--- src/rtl/isr_pkg.sv ---
`default_nettype none

package isr_pkg;

    localparam int DATA_W     = 32;
    localparam int STEP_W     = 16;
    localparam int THRESH_W   = 16;
    localparam int APB_DATA_W = 32;
    localparam int ADDR_W     = 4;
    localparam int REG_IDX_W  = ADDR_W - 2;

    localparam logic [REG_IDX_W-1:0] REG_METHOD = 2'd0;
    localparam logic [REG_IDX_W-1:0] REG_THRESH = 2'd1;
    localparam logic [REG_IDX_W-1:0] REG_LIMIT  = 2'd2;

    localparam logic                METHOD_RST = 1'b1;
    localparam logic [THRESH_W-1:0] THRESH_RST = 16'd1;
    localparam logic [STEP_W-1:0]   LIMIT_RST  = 16'd10000;

    localparam logic METHOD_DIRECT = 1'b0;
    localparam logic METHOD_HERON  = 1'b1;

    localparam logic [STEP_W-1:0] CAPTURE_FIRST  = 16'd2;
    localparam logic [STEP_W-1:0] CAPTURE_SECOND = 16'd10;

    typedef struct packed {
        logic signed [DATA_W-1:0] radicand;
        logic signed [DATA_W-1:0] start_value;
    } operand_t;

    typedef struct packed {
        logic signed [DATA_W-1:0] estimate;
        logic [STEP_W-1:0]        step_count;
        logic                     diverged;
        logic signed [DATA_W-1:0] value_after_two;
        logic                     after_two_valid;
        logic signed [DATA_W-1:0] value_after_ten;
        logic                     after_ten_valid;
        logic                     divide_by_zero;
    } result_t;

    typedef struct packed {
        logic                method_select;
        logic [THRESH_W-1:0] stop_threshold;
        logic [STEP_W-1:0]   step_limit;
    } cfg_t;

endpackage

`default_nettype wire

--- src/rtl/isr_regs.sv ---
`default_nettype none

module isr_regs
    import isr_pkg::*;
(
    input  wire logic                  clk,
    input  wire logic                  rst_n,
    input  wire logic                  psel,
    input  wire logic                  penable,
    input  wire logic                  pwrite,
    input  wire logic [ADDR_W-1:0]     paddr,
    input  wire logic [APB_DATA_W-1:0] pwdata,
    output logic      [APB_DATA_W-1:0] prdata,
    output logic                       pready,
    output cfg_t                       cfg
);

    logic                 method_reg;
    logic [THRESH_W-1:0]  thresh_reg;
    logic [STEP_W-1:0]    limit_reg;
    logic [REG_IDX_W-1:0] idx;
    logic                 wr_en;

    assign idx    = paddr[ADDR_W-1:2];
    assign pready = 1'b1;
    assign wr_en  = psel && penable && pwrite && pready;

    always_ff @(posedge clk or negedge rst_n)
    begin
        if (!rst_n)
        begin
            method_reg <= METHOD_RST;
            thresh_reg <= THRESH_RST;
            limit_reg  <= LIMIT_RST;
        end
        else if (wr_en)
        begin
            unique case (idx)
                REG_METHOD: method_reg <= pwdata[0];
                REG_THRESH: thresh_reg <= pwdata[THRESH_W-1:0];
                REG_LIMIT:  limit_reg  <= pwdata[STEP_W-1:0];
                default:    ;
            endcase
        end
    end

    always_comb
    begin
        unique case (idx)
            REG_METHOD: prdata = {{(APB_DATA_W-1){1'b0}}, method_reg};
            REG_THRESH: prdata = {{(APB_DATA_W-THRESH_W){1'b0}}, thresh_reg};
            REG_LIMIT:  prdata = {{(APB_DATA_W-STEP_W){1'b0}}, limit_reg};
            default:    prdata = '0;
        endcase
    end

    assign cfg.method_select  = method_reg;
    assign cfg.stop_threshold = thresh_reg;
    assign cfg.step_limit     = limit_reg;

endmodule

`default_nettype wire

--- src/rtl/isr_div.sv ---
`default_nettype none

module isr_div
    import isr_pkg::*;
#(
    parameter int FRACTION_BITS = 16
)
(
    input  wire logic                              clk,
    input  wire logic                              rst_n,
    input  wire logic                              start,
    input  wire logic [DATA_W-1:0]                 dividend,
    input  wire logic [DATA_W-1:0]                 divisor,
    output logic                                   done,
    output logic      [DATA_W+FRACTION_BITS-1:0]   quotient
);

    localparam int N     = DATA_W + FRACTION_BITS;
    localparam int CNT_W = $clog2(N + 1);

    logic [N-1:0]      work_reg;
    logic [N-1:0]      work_next;
    logic [DATA_W-1:0] rem_reg;
    logic [DATA_W-1:0] rem_next;
    logic [DATA_W-1:0] div_reg;
    logic [CNT_W-1:0]  cnt_reg;
    logic              busy_reg;
    logic              done_reg;
    logic [DATA_W-1:0] trial;
    logic              fits;

    // shift one dividend bit into the partial remainder, subtract if it fits
    always_comb
    begin
        trial     = {rem_reg[DATA_W-2:0], work_reg[N-1]};
        fits      = (trial >= div_reg);
        rem_next  = fits ? (trial - div_reg) : trial;
        work_next = {work_reg[N-2:0], fits};
    end

    always_ff @(posedge clk or negedge rst_n)
    begin
        if (!rst_n)
        begin
            busy_reg <= 1'b0;
            done_reg <= 1'b0;
            cnt_reg  <= '0;
        end
        else
        begin
            done_reg <= 1'b0;
            if (start)
            begin
                busy_reg <= 1'b1;
                cnt_reg  <= '0;
            end
            else if (busy_reg)
            begin
                cnt_reg <= cnt_reg + 1'b1;
                if (cnt_reg == CNT_W'(N - 1))
                begin
                    busy_reg <= 1'b0;
                    done_reg <= 1'b1;
                end
            end
        end
    end

    always_ff @(posedge clk)
    begin
        if (start)
        begin
            work_reg <= {dividend, {FRACTION_BITS{1'b0}}};
            rem_reg  <= '0;
            div_reg  <= divisor;
        end
        else if (busy_reg)
        begin
            work_reg <= work_next;
            rem_reg  <= rem_next;
        end
    end

    assign done     = done_reg;
    assign quotient = work_reg;

endmodule

`default_nettype wire

--- src/rtl/iterative_square_root_unit.sv ---
// channel   direction  handshake                    word
// --------  ---------  ---------------------------  ----------------------------------
// operand   in         operand_valid/operand_stall  radicand, start_value
// result    out        result_valid/result_stall    estimate, counts, captures, flags
// config    in         APB psel/penable/pwrite      method, threshold, step limit
//
// One step runs S_STEP, S_DIV, S_SCALE, S_AVG (Heron only), S_EVAL and S_TEST; S_DIV
// waits on the bit-serial divider for n/x. A word runs at most step_limit steps.
// A new operand is taken only while the sequencer is idle; a finished result
// sits in the output register until result_stall is low.
// Reset clears the sequencer, the output valid and the registers to their defaults.
`default_nettype none

module iterative_square_root_unit
    import isr_pkg::*;
#(
    parameter int FRACTION_BITS = 16
)
(
    input  wire logic                  clk,
    input  wire logic                  rst_n,
    input  wire logic                  psel,
    input  wire logic                  penable,
    input  wire logic                  pwrite,
    input  wire logic [ADDR_W-1:0]     paddr,
    input  wire logic [APB_DATA_W-1:0] pwdata,
    output logic      [APB_DATA_W-1:0] prdata,
    output logic                       pready,
    input  wire logic                  operand_valid,
    output logic                       operand_stall,
    input  wire operand_t              operand,
    output logic                       result_valid,
    input  wire logic                  result_stall,
    output result_t                    result
);

    localparam int N = DATA_W + FRACTION_BITS;

    typedef enum logic [2:0] {
        S_IDLE,
        S_STEP,
        S_DIV,
        S_SCALE,
        S_AVG,
        S_EVAL,
        S_TEST,
        S_FINISH
    } state_t;

    function automatic logic [DATA_W-1:0] mag_of(input logic [DATA_W-1:0] v);
        return v[DATA_W-1] ? (~v + 1'b1) : v;
    endfunction

    cfg_t                     cfg;
    state_t                   state_reg;
    logic signed [DATA_W-1:0] n_reg;
    logic signed [DATA_W-1:0] x_reg;
    logic signed [DATA_W-1:0] prev_reg;
    logic [DATA_W:0]          diff_reg;
    logic                     neg_reg;
    logic [STEP_W-1:0]        steps_reg;
    logic                     grow_reg;
    logic signed [DATA_W-1:0] two_reg;
    logic signed [DATA_W-1:0] ten_reg;
    logic                     dz_reg;
    logic                     result_valid_reg;
    result_t                  result_reg;

    logic                     accept;
    logic                     div_start;
    logic                     div_done;
    logic [N-1:0]             quotient;
    logic [N-1:0]             lim;
    logic [DATA_W-1:0]        q_sat;
    logic [DATA_W-1:0]        scaled;
    logic [DATA_W:0]          sum;
    logic [DATA_W:0]          diff;
    logic [DATA_W:0]          delta;
    logic                     grows;
    logic [STEP_W-1:0]        steps_inc;
    logic                     out_free;

    isr_regs u_regs (
        .clk     (clk),
        .rst_n   (rst_n),
        .psel    (psel),
        .penable (penable),
        .pwrite  (pwrite),
        .paddr   (paddr),
        .pwdata  (pwdata),
        .prdata  (prdata),
        .pready  (pready),
        .cfg     (cfg)
    );

    isr_div #(
        .FRACTION_BITS (FRACTION_BITS)
    ) u_div (
        .clk      (clk),
        .rst_n    (rst_n),
        .start    (div_start),
        .dividend (mag_of(n_reg)),
        .divisor  (mag_of(x_reg)),
        .done     (div_done),
        .quotient (quotient)
    );

    assign operand_stall = (state_reg != S_IDLE);
    assign accept        = operand_valid && !operand_stall;
    assign div_start     = (state_reg == S_STEP) && (steps_reg < cfg.step_limit)
                           && (x_reg != '0);
    assign out_free      = !result_valid_reg || !result_stall;

    always_comb
    begin
        lim = neg_reg ? {{FRACTION_BITS{1'b0}}, 1'b1, {(DATA_W-1){1'b0}}}
                      : {{FRACTION_BITS{1'b0}}, 1'b0, {(DATA_W-1){1'b1}}};
        q_sat     = (quotient > lim) ? lim[DATA_W-1:0] : quotient[DATA_W-1:0];
        scaled    = neg_reg ? (~q_sat + 1'b1) : q_sat;
        sum       = {x_reg[DATA_W-1], x_reg} + {prev_reg[DATA_W-1], prev_reg};
        diff      = {x_reg[DATA_W-1], x_reg} - {prev_reg[DATA_W-1], prev_reg};
        delta     = diff_reg[DATA_W] ? (~diff_reg + 1'b1) : diff_reg;
        grows     = mag_of(x_reg) > mag_of(prev_reg);
        steps_inc = steps_reg + 1'b1;
    end

    always_ff @(posedge clk or negedge rst_n)
    begin
        if (!rst_n)
        begin
            state_reg        <= S_IDLE;
            result_valid_reg <= 1'b0;
            steps_reg        <= '0;
            grow_reg         <= 1'b0;
            dz_reg           <= 1'b0;
            two_reg          <= '0;
            ten_reg          <= '0;
            x_reg            <= '0;
        end
        else
        begin
            if (result_valid_reg && !result_stall && (state_reg != S_FINISH))
            begin
                result_valid_reg <= 1'b0;
            end

            unique case (state_reg)
                S_IDLE:
                begin
                    if (accept)
                    begin
                        n_reg     <= operand.radicand;
                        x_reg     <= operand.start_value;
                        steps_reg <= '0;
                        grow_reg  <= 1'b0;
                        dz_reg    <= 1'b0;
                        two_reg   <= '0;
                        ten_reg   <= '0;
                        state_reg <= S_STEP;
                    end
                end
                S_STEP:
                begin
                    if (steps_reg >= cfg.step_limit)
                    begin
                        state_reg <= S_FINISH;
                    end
                    else if (x_reg == '0)
                    begin
                        dz_reg    <= 1'b1;
                        state_reg <= S_FINISH;
                    end
                    else
                    begin
                        prev_reg  <= x_reg;
                        neg_reg   <= n_reg[DATA_W-1] ^ x_reg[DATA_W-1];
                        state_reg <= S_DIV;
                    end
                end
                S_DIV:
                begin
                    if (div_done)
                    begin
                        state_reg <= S_SCALE;
                    end
                end
                S_SCALE:
                begin
                    x_reg     <= scaled;
                    state_reg <= (cfg.method_select == METHOD_HERON) ? S_AVG : S_EVAL;
                end
                S_AVG:
                begin
                    x_reg     <= sum[DATA_W:1];
                    state_reg <= S_EVAL;
                end
                S_EVAL:
                begin
                    if (grows)
                    begin
                        grow_reg <= 1'b1;
                    end
                    diff_reg  <= diff;
                    steps_reg <= steps_inc;
                    if (steps_inc == CAPTURE_FIRST)
                    begin
                        two_reg <= x_reg;
                    end
                    if (steps_inc == CAPTURE_SECOND)
                    begin
                        ten_reg <= x_reg;
                    end
                    state_reg <= S_TEST;
                end
                S_TEST:
                begin
                    if (delta < {{(DATA_W+1-THRESH_W){1'b0}}, cfg.stop_threshold})
                    begin
                        state_reg <= S_FINISH;
                    end
                    else
                    begin
                        state_reg <= S_STEP;
                    end
                end
                S_FINISH:
                begin
                    if (out_free)
                    begin
                        result_reg.estimate        <= x_reg;
                        result_reg.step_count      <= steps_reg;
                        result_reg.diverged        <= grow_reg;
                        result_reg.value_after_two <= two_reg;
                        result_reg.after_two_valid <= (steps_reg >= CAPTURE_FIRST);
                        result_reg.value_after_ten <= ten_reg;
                        result_reg.after_ten_valid <= (steps_reg >= CAPTURE_SECOND);
                        result_reg.divide_by_zero  <= dz_reg;
                        result_valid_reg           <= 1'b1;
                        state_reg                  <= S_IDLE;
                    end
                end
                default:
                begin
                    state_reg <= S_IDLE;
                end
            endcase
        end
    end

    assign result_valid = result_valid_reg;
    assign result       = result_reg;

    a_valid_from_finish: assert property (@(posedge clk) disable iff (!rst_n)
        $rose(result_valid_reg) |-> $past(state_reg == S_FINISH))
        else $error("result raised outside finish");

    a_steps_bounded: assert property (@(posedge clk) disable iff (!rst_n)
        (state_reg != S_IDLE) |-> (steps_reg <= cfg.step_limit))
        else $error("step count passed the limit");

    a_div_done_in_div: assert property (@(posedge clk) disable iff (!rst_n)
        div_done |-> (state_reg == S_DIV))
        else $error("divider finished outside divide state");

    a_zero_flag_estimate: assert property (@(posedge clk) disable iff (!rst_n)
        (result_valid_reg && result_reg.divide_by_zero) |-> (result_reg.estimate == '0))
        else $error("zero divisor flag with nonzero estimate");

    a_capture_order: assert property (@(posedge clk) disable iff (!rst_n)
        (result_valid_reg && result_reg.after_ten_valid) |-> result_reg.after_two_valid)
        else $error("tenth capture valid without second");

endmodule

`default_nettype wire
--- config.mk ---
export PLATFORM = sky130hd
export DESIGN_NAME = iterative_square_root_unit
export DESIGN_NICKNAME = d
export VERILOG_FILES = /design/src/rtl/isr_pkg.sv /design/src/rtl/isr_regs.sv /design/src/rtl/isr_div.sv /design/src/rtl/iterative_square_root_unit.sv
export SDC_FILE = /design/constraint.sdc
export NUM_CORES = 1
export LEC_CHECK = 0
export BUFFER_PORTS_ARGS = -buffer_cell sky130_fd_sc_hd__buf_2
export CAP_MARGIN = 20
export CORE_AREA = 5 5 190 329
export CTS_CLUSTER_DIAMETER = 80
export DETAILED_ROUTE_END_ITERATION = 7
export DIE_AREA = 0 0 195 334
export PLACE_DENSITY_LB_ADDON = 0.05
export SLEW_MARGIN = 20
export SYNTH_ARGS = -nofsm -noshare
export SYNTH_HDL_FRONTEND = slang
export SYNTH_HIERARCHICAL = 1
export SYNTH_SLANG_ARGS = --single-unit
--- constraint.sdc ---
create_clock -name clk -period 6.7 [get_ports clk]
set_input_delay 0 -clock clk [delete_from_list [all_inputs] [get_ports clk]]
set_output_delay 0 -clock clk [all_outputs]
set_load 0.02 [all_outputs]
==> run_results.csv <==
group,metric,value,unit
floorplanning,floorplan.die.width,195,um
status,status,"finished clean",
floorplanning,die_y,334,um
clock_network,hold_buffers,93,
clock_network,htree_levels,2,
worst_setup_path,reg2reg_setup_slack,1.30,ns
placement,detailed_place_hpwl,72.2,mm
finish,final_standard_cell_area_without_fillers,33900,um^2
timing,unrepaired_setup_endpoints_after_global_routing,"no",
worst_setup_path,rr_startpoint,"neg_reg",
route,route.detailed.drc,0,
worst_setup_path,critical_path.max_fanout,71,
logic_synthesis,syn_area_per_cell,10.2,um^2
clock_network,clock-sinks,484,
timing,final.setup.tns,0,ns
route,drtIter0Drc,1470,
worst_setup_path,required_time_of_the_worst_setup_path,7.17,ns
finish,finalNetCount,3463,
pwr,p_total,16.1,mW
grt,grt_max_degree,84,
finish,syn2layout_area_growth,15.1,%
logic_synthesis,ys_seq_area_share,45.1,%
floorplanning,fp.coreArea,59400,um^2
worst_setup_path,critical_path.startpoint,"neg_reg",
logic_synthesis,syn_area,29400,um^2
grt,global_route_wire_length_before_repair,143,mm
clock_network,root_buffer,"sky130_fd_sc_hd__clkbuf_16",
clock_network,clk_pin_slew,0.07,ns
clock_network,cts_inserted_buffers,48,
worst_setup_path,timing.critical_path.arrival,5.87,ns
pwr,power.static_leakage,14.0,nW
finish,largest_reg_flops,116,
worst_setup_path,critical_path_end_type,"register",
logic_synthesis,synth-seq-cells,484,
clock_network,post_cts_setup_inserts,0,
timing,max_clock_skew,0.0206,ns
worst_setup_path,path_cells,"buf_4 -> ha_1 -> nand4_1 -> or4_1 -> nor3_1 -> a31oi_1 -> nor2_1 -> buf_4 -> nor2_1 -> a21oi_1 -> ha_1 -> inv_1 -> nor4_1 -> buf_4 -> nand4_1 -> o31ai_1 -> xnor2_1 -> nor2_1 -> o21ai_0 -> a32oi_1 -> o311ai_0",
logic_synthesis,synth_cell_types,108,
pwr,power-per-cell-area,477,nW/um^2
route,detailroute.via_count,23900,
logic_synthesis,synthDominantCellAreaShare,28.4,%
floorplanning,num_rows,118,
logic_synthesis,synth_warn,6,
grt,global_route_overflow,0,
finish,mostFrequentLayoutCell,"sky130_fd_sc_hd__edfxtp_1",
finish,instances_no_fill,3974,
route,wire_length_after_detailed_routing,94.2,mm
finish,post-route-util,57.1,%
placement,place_inst,3791,
logic_synthesis,synth_top_flop_cell,"sky130_fd_sc_hd__edfxtp_1",
grt,number_of_antenna_violations_at_the_first_check_in_global_routing,3,
timing,timing_hold_violations_final,0,
logic_synthesis,number_of_flops_mapped_to_enable_cells_by_yosys,278,
timing,min_period_over_period,80.6,%
worst_setup_path,r2r_cells,21,
floorplanning,die-area,65100,um^2
worst_setup_path,setup.worst_path.start_class,"register",
placement,dpl_cell_area,31300,um^2
worst_setup_path,worst_setup_path_endpoint,"x_reg[30]",
clock_network,cts-root-to-sink-buffers,3,
grt,grt_pass1_vias,24200,
floorplanning,start_util,49.6,%
logic_synthesis,synth_top_cells_by_area,"sky130_fd_sc_hd__edfxtp_1 (28%), sky130_fd_sc_hd__dfrtp_1 (13%), sky130_fd_sc_hd__ha_1 (8.5%), sky130_fd_sc_hd__xnor2_1 (4.8%), sky130_fd_sc_hd__mux2_2 (3.7%)",
timing,max_clock_freq,185,MHz
logic_synthesis,synth-async-reset-ratio,32.9,%
worst_setup_path,worstSetupPathType,"reg -> reg",
clock_network,post_cts_resize_count,0,
worst_setup_path,crit_slowest_cell,"sky130_fd_sc_hd__buf_4",
timing,final.min_clock_period,5.40,ns
route,first_pass_iters,6,
floorplanning,boundary_pins,258,
placement,gpl.final_weighted_congestion,0.995,
finish,layout_common_cells,"sky130_fd_sc_hd__edfxtp_1 (278), sky130_fd_sc_hd__nor2_1 (223), sky130_fd_sc_hd__buf_2 (221), sky130_fd_sc_hd__nand2_1 (213), sky130_fd_sc_hd__ha_1 (199)",
finish,antenna_cells_inserted,0,
logic_synthesis,synthesis.instances,2872,
finish,fraction_of_layout_cells_with_a_size_suffix_above_1,16.4,%
timing,timing.final.max_slew_violations,0,
clock_network,cts_tree,"built",
route,avgRoutedWirePerCell,23.7,um
pwr,ir_drop,0.247,mV
logic_synthesis,synth.largest_area_cell,"sky130_fd_sc_hd__edfxtp_1",
timing,finalSetupViolCount,0,
hold_path,min-delay-path-class,"in -> reg",
grt,grt_use_total,28.0,%
flow_run,maxCapViolCount,0,
worst_setup_path,cp_slowest_stage_delay,0.60,ns
route,route.antenna.remaining_nets,0,
timing,pin_slew_with_the_least_headroom_to_its_limit,1.15,ns
clock_network,clk_latency,0.62,ns
route,drt-vias-per-instance,6.02,
worst_setup_path,worst_r2r_endpoint,"x_reg[30]",
placement,io_buffer_count,222,
timing,maxSlewHeadroom,23.4,%
[critical path: cells and delay by family (launching register included)]
family / cells / cell delay, ns
adders and majority gates: 2 / 0.73
AOI/OAI and AO/OA: 6 / 1.08
DFF: 1 / 0.34
buffers and inverters: 4 / 1.22
xor gates and xnor gates: 1 / 0.11
and+or+nand+nor: 8 / 1.76
[worst min path at each step]
stage | to | from | cells past startpoint
6_report | u_regs/limit_reg[6] | pwrite | 4
5_1_grt | u_regs/thresh_reg[6] | pwrite | 4
4_1_cts | u_regs/limit_reg[4] | pwrite | 4
3_5_place_dp | two_reg[6] | rst_n | 1
3_3_place_gp | two_reg[5] | rst_n | 1
2_1_floorplan | dz_reg | rst_n | 0
[layer usage]
metal  track usage [%]  vias to the layer above  part of all wire (%)
met5                 0                        -                 0.017
met4              15.7                        2                   6.6
met3              3.20                      239                   4.3
met2              52.5                      818                    53
met1              30.3                    11700                    36
li1                  -                    11200                     -
[through the flow]
stage	hold WS, ns	setup WS, ns
2_1_floorplan	-0.296	0.320
3_3_place_gp	-0.00361	1.48
3_5_place_dp	-0.00180	1.39
4_1_cts	0.00698	1.37
5_1_grt	0.0459	0.897
6_report	0.0385	1.30
[cell families (layout without fill, tap and decap cells)]
group	after synthesis	count (layout)	share of synthesized area (%)
adders and majority gates	202	202	8.66
AOI/OAI and AO/OA	723	723	17.0
other	2	17	0.0255
DFF	484	484	45.1
xor gates and xnor gates	182	182	5.42
muxes	131	131	4.87
buffers and inverters	300	607	4.33
and+or+nand+nor	848	848	14.6
[power breakdown]
group	total [mW]	switching [mW]	leakage [nW]	internal, mW
clock	2.73	1.20	0.771	1.52
sequential	5.22	0.890	5.03	4.33
combinational	8.20	5.01	8.20	3.19
[cell usage after synthesis (all sizes together), types with 28 or more instances]
library cell,instances
mux2i,33
nand3,49
edfxtp,278
inv,150
dfxtp,47
o21ai,144
nor2,230
a311oi,29
mux2,98
nor3,60
ha,199
nand2,214
and2,38
or3,30
dfrtp,152
or4,35
nand2b,30
nor4,41
o31ai,47
nand4,41
clkbuf,94
a21oi,165
xnor2,162
nor2b,31
buf,55
a22o,46
a21o,28
[final cells by class]
| class | count | area (um^2) |
|---|---|---|
| timing repair buffer | 366 | 2450 |
| clock buffer | 65 | 1370 |
| clock inverter | 25 | 223 |
| inverter | 151 | 567 |
| tap | 780 | 976 |
| fill | 5173 | 25500 |
| multi-input combinational | 2103 | 15000 |
| sequential | 484 | 13300 |
No activity file was read; power rests on OpenSTA's default activity.
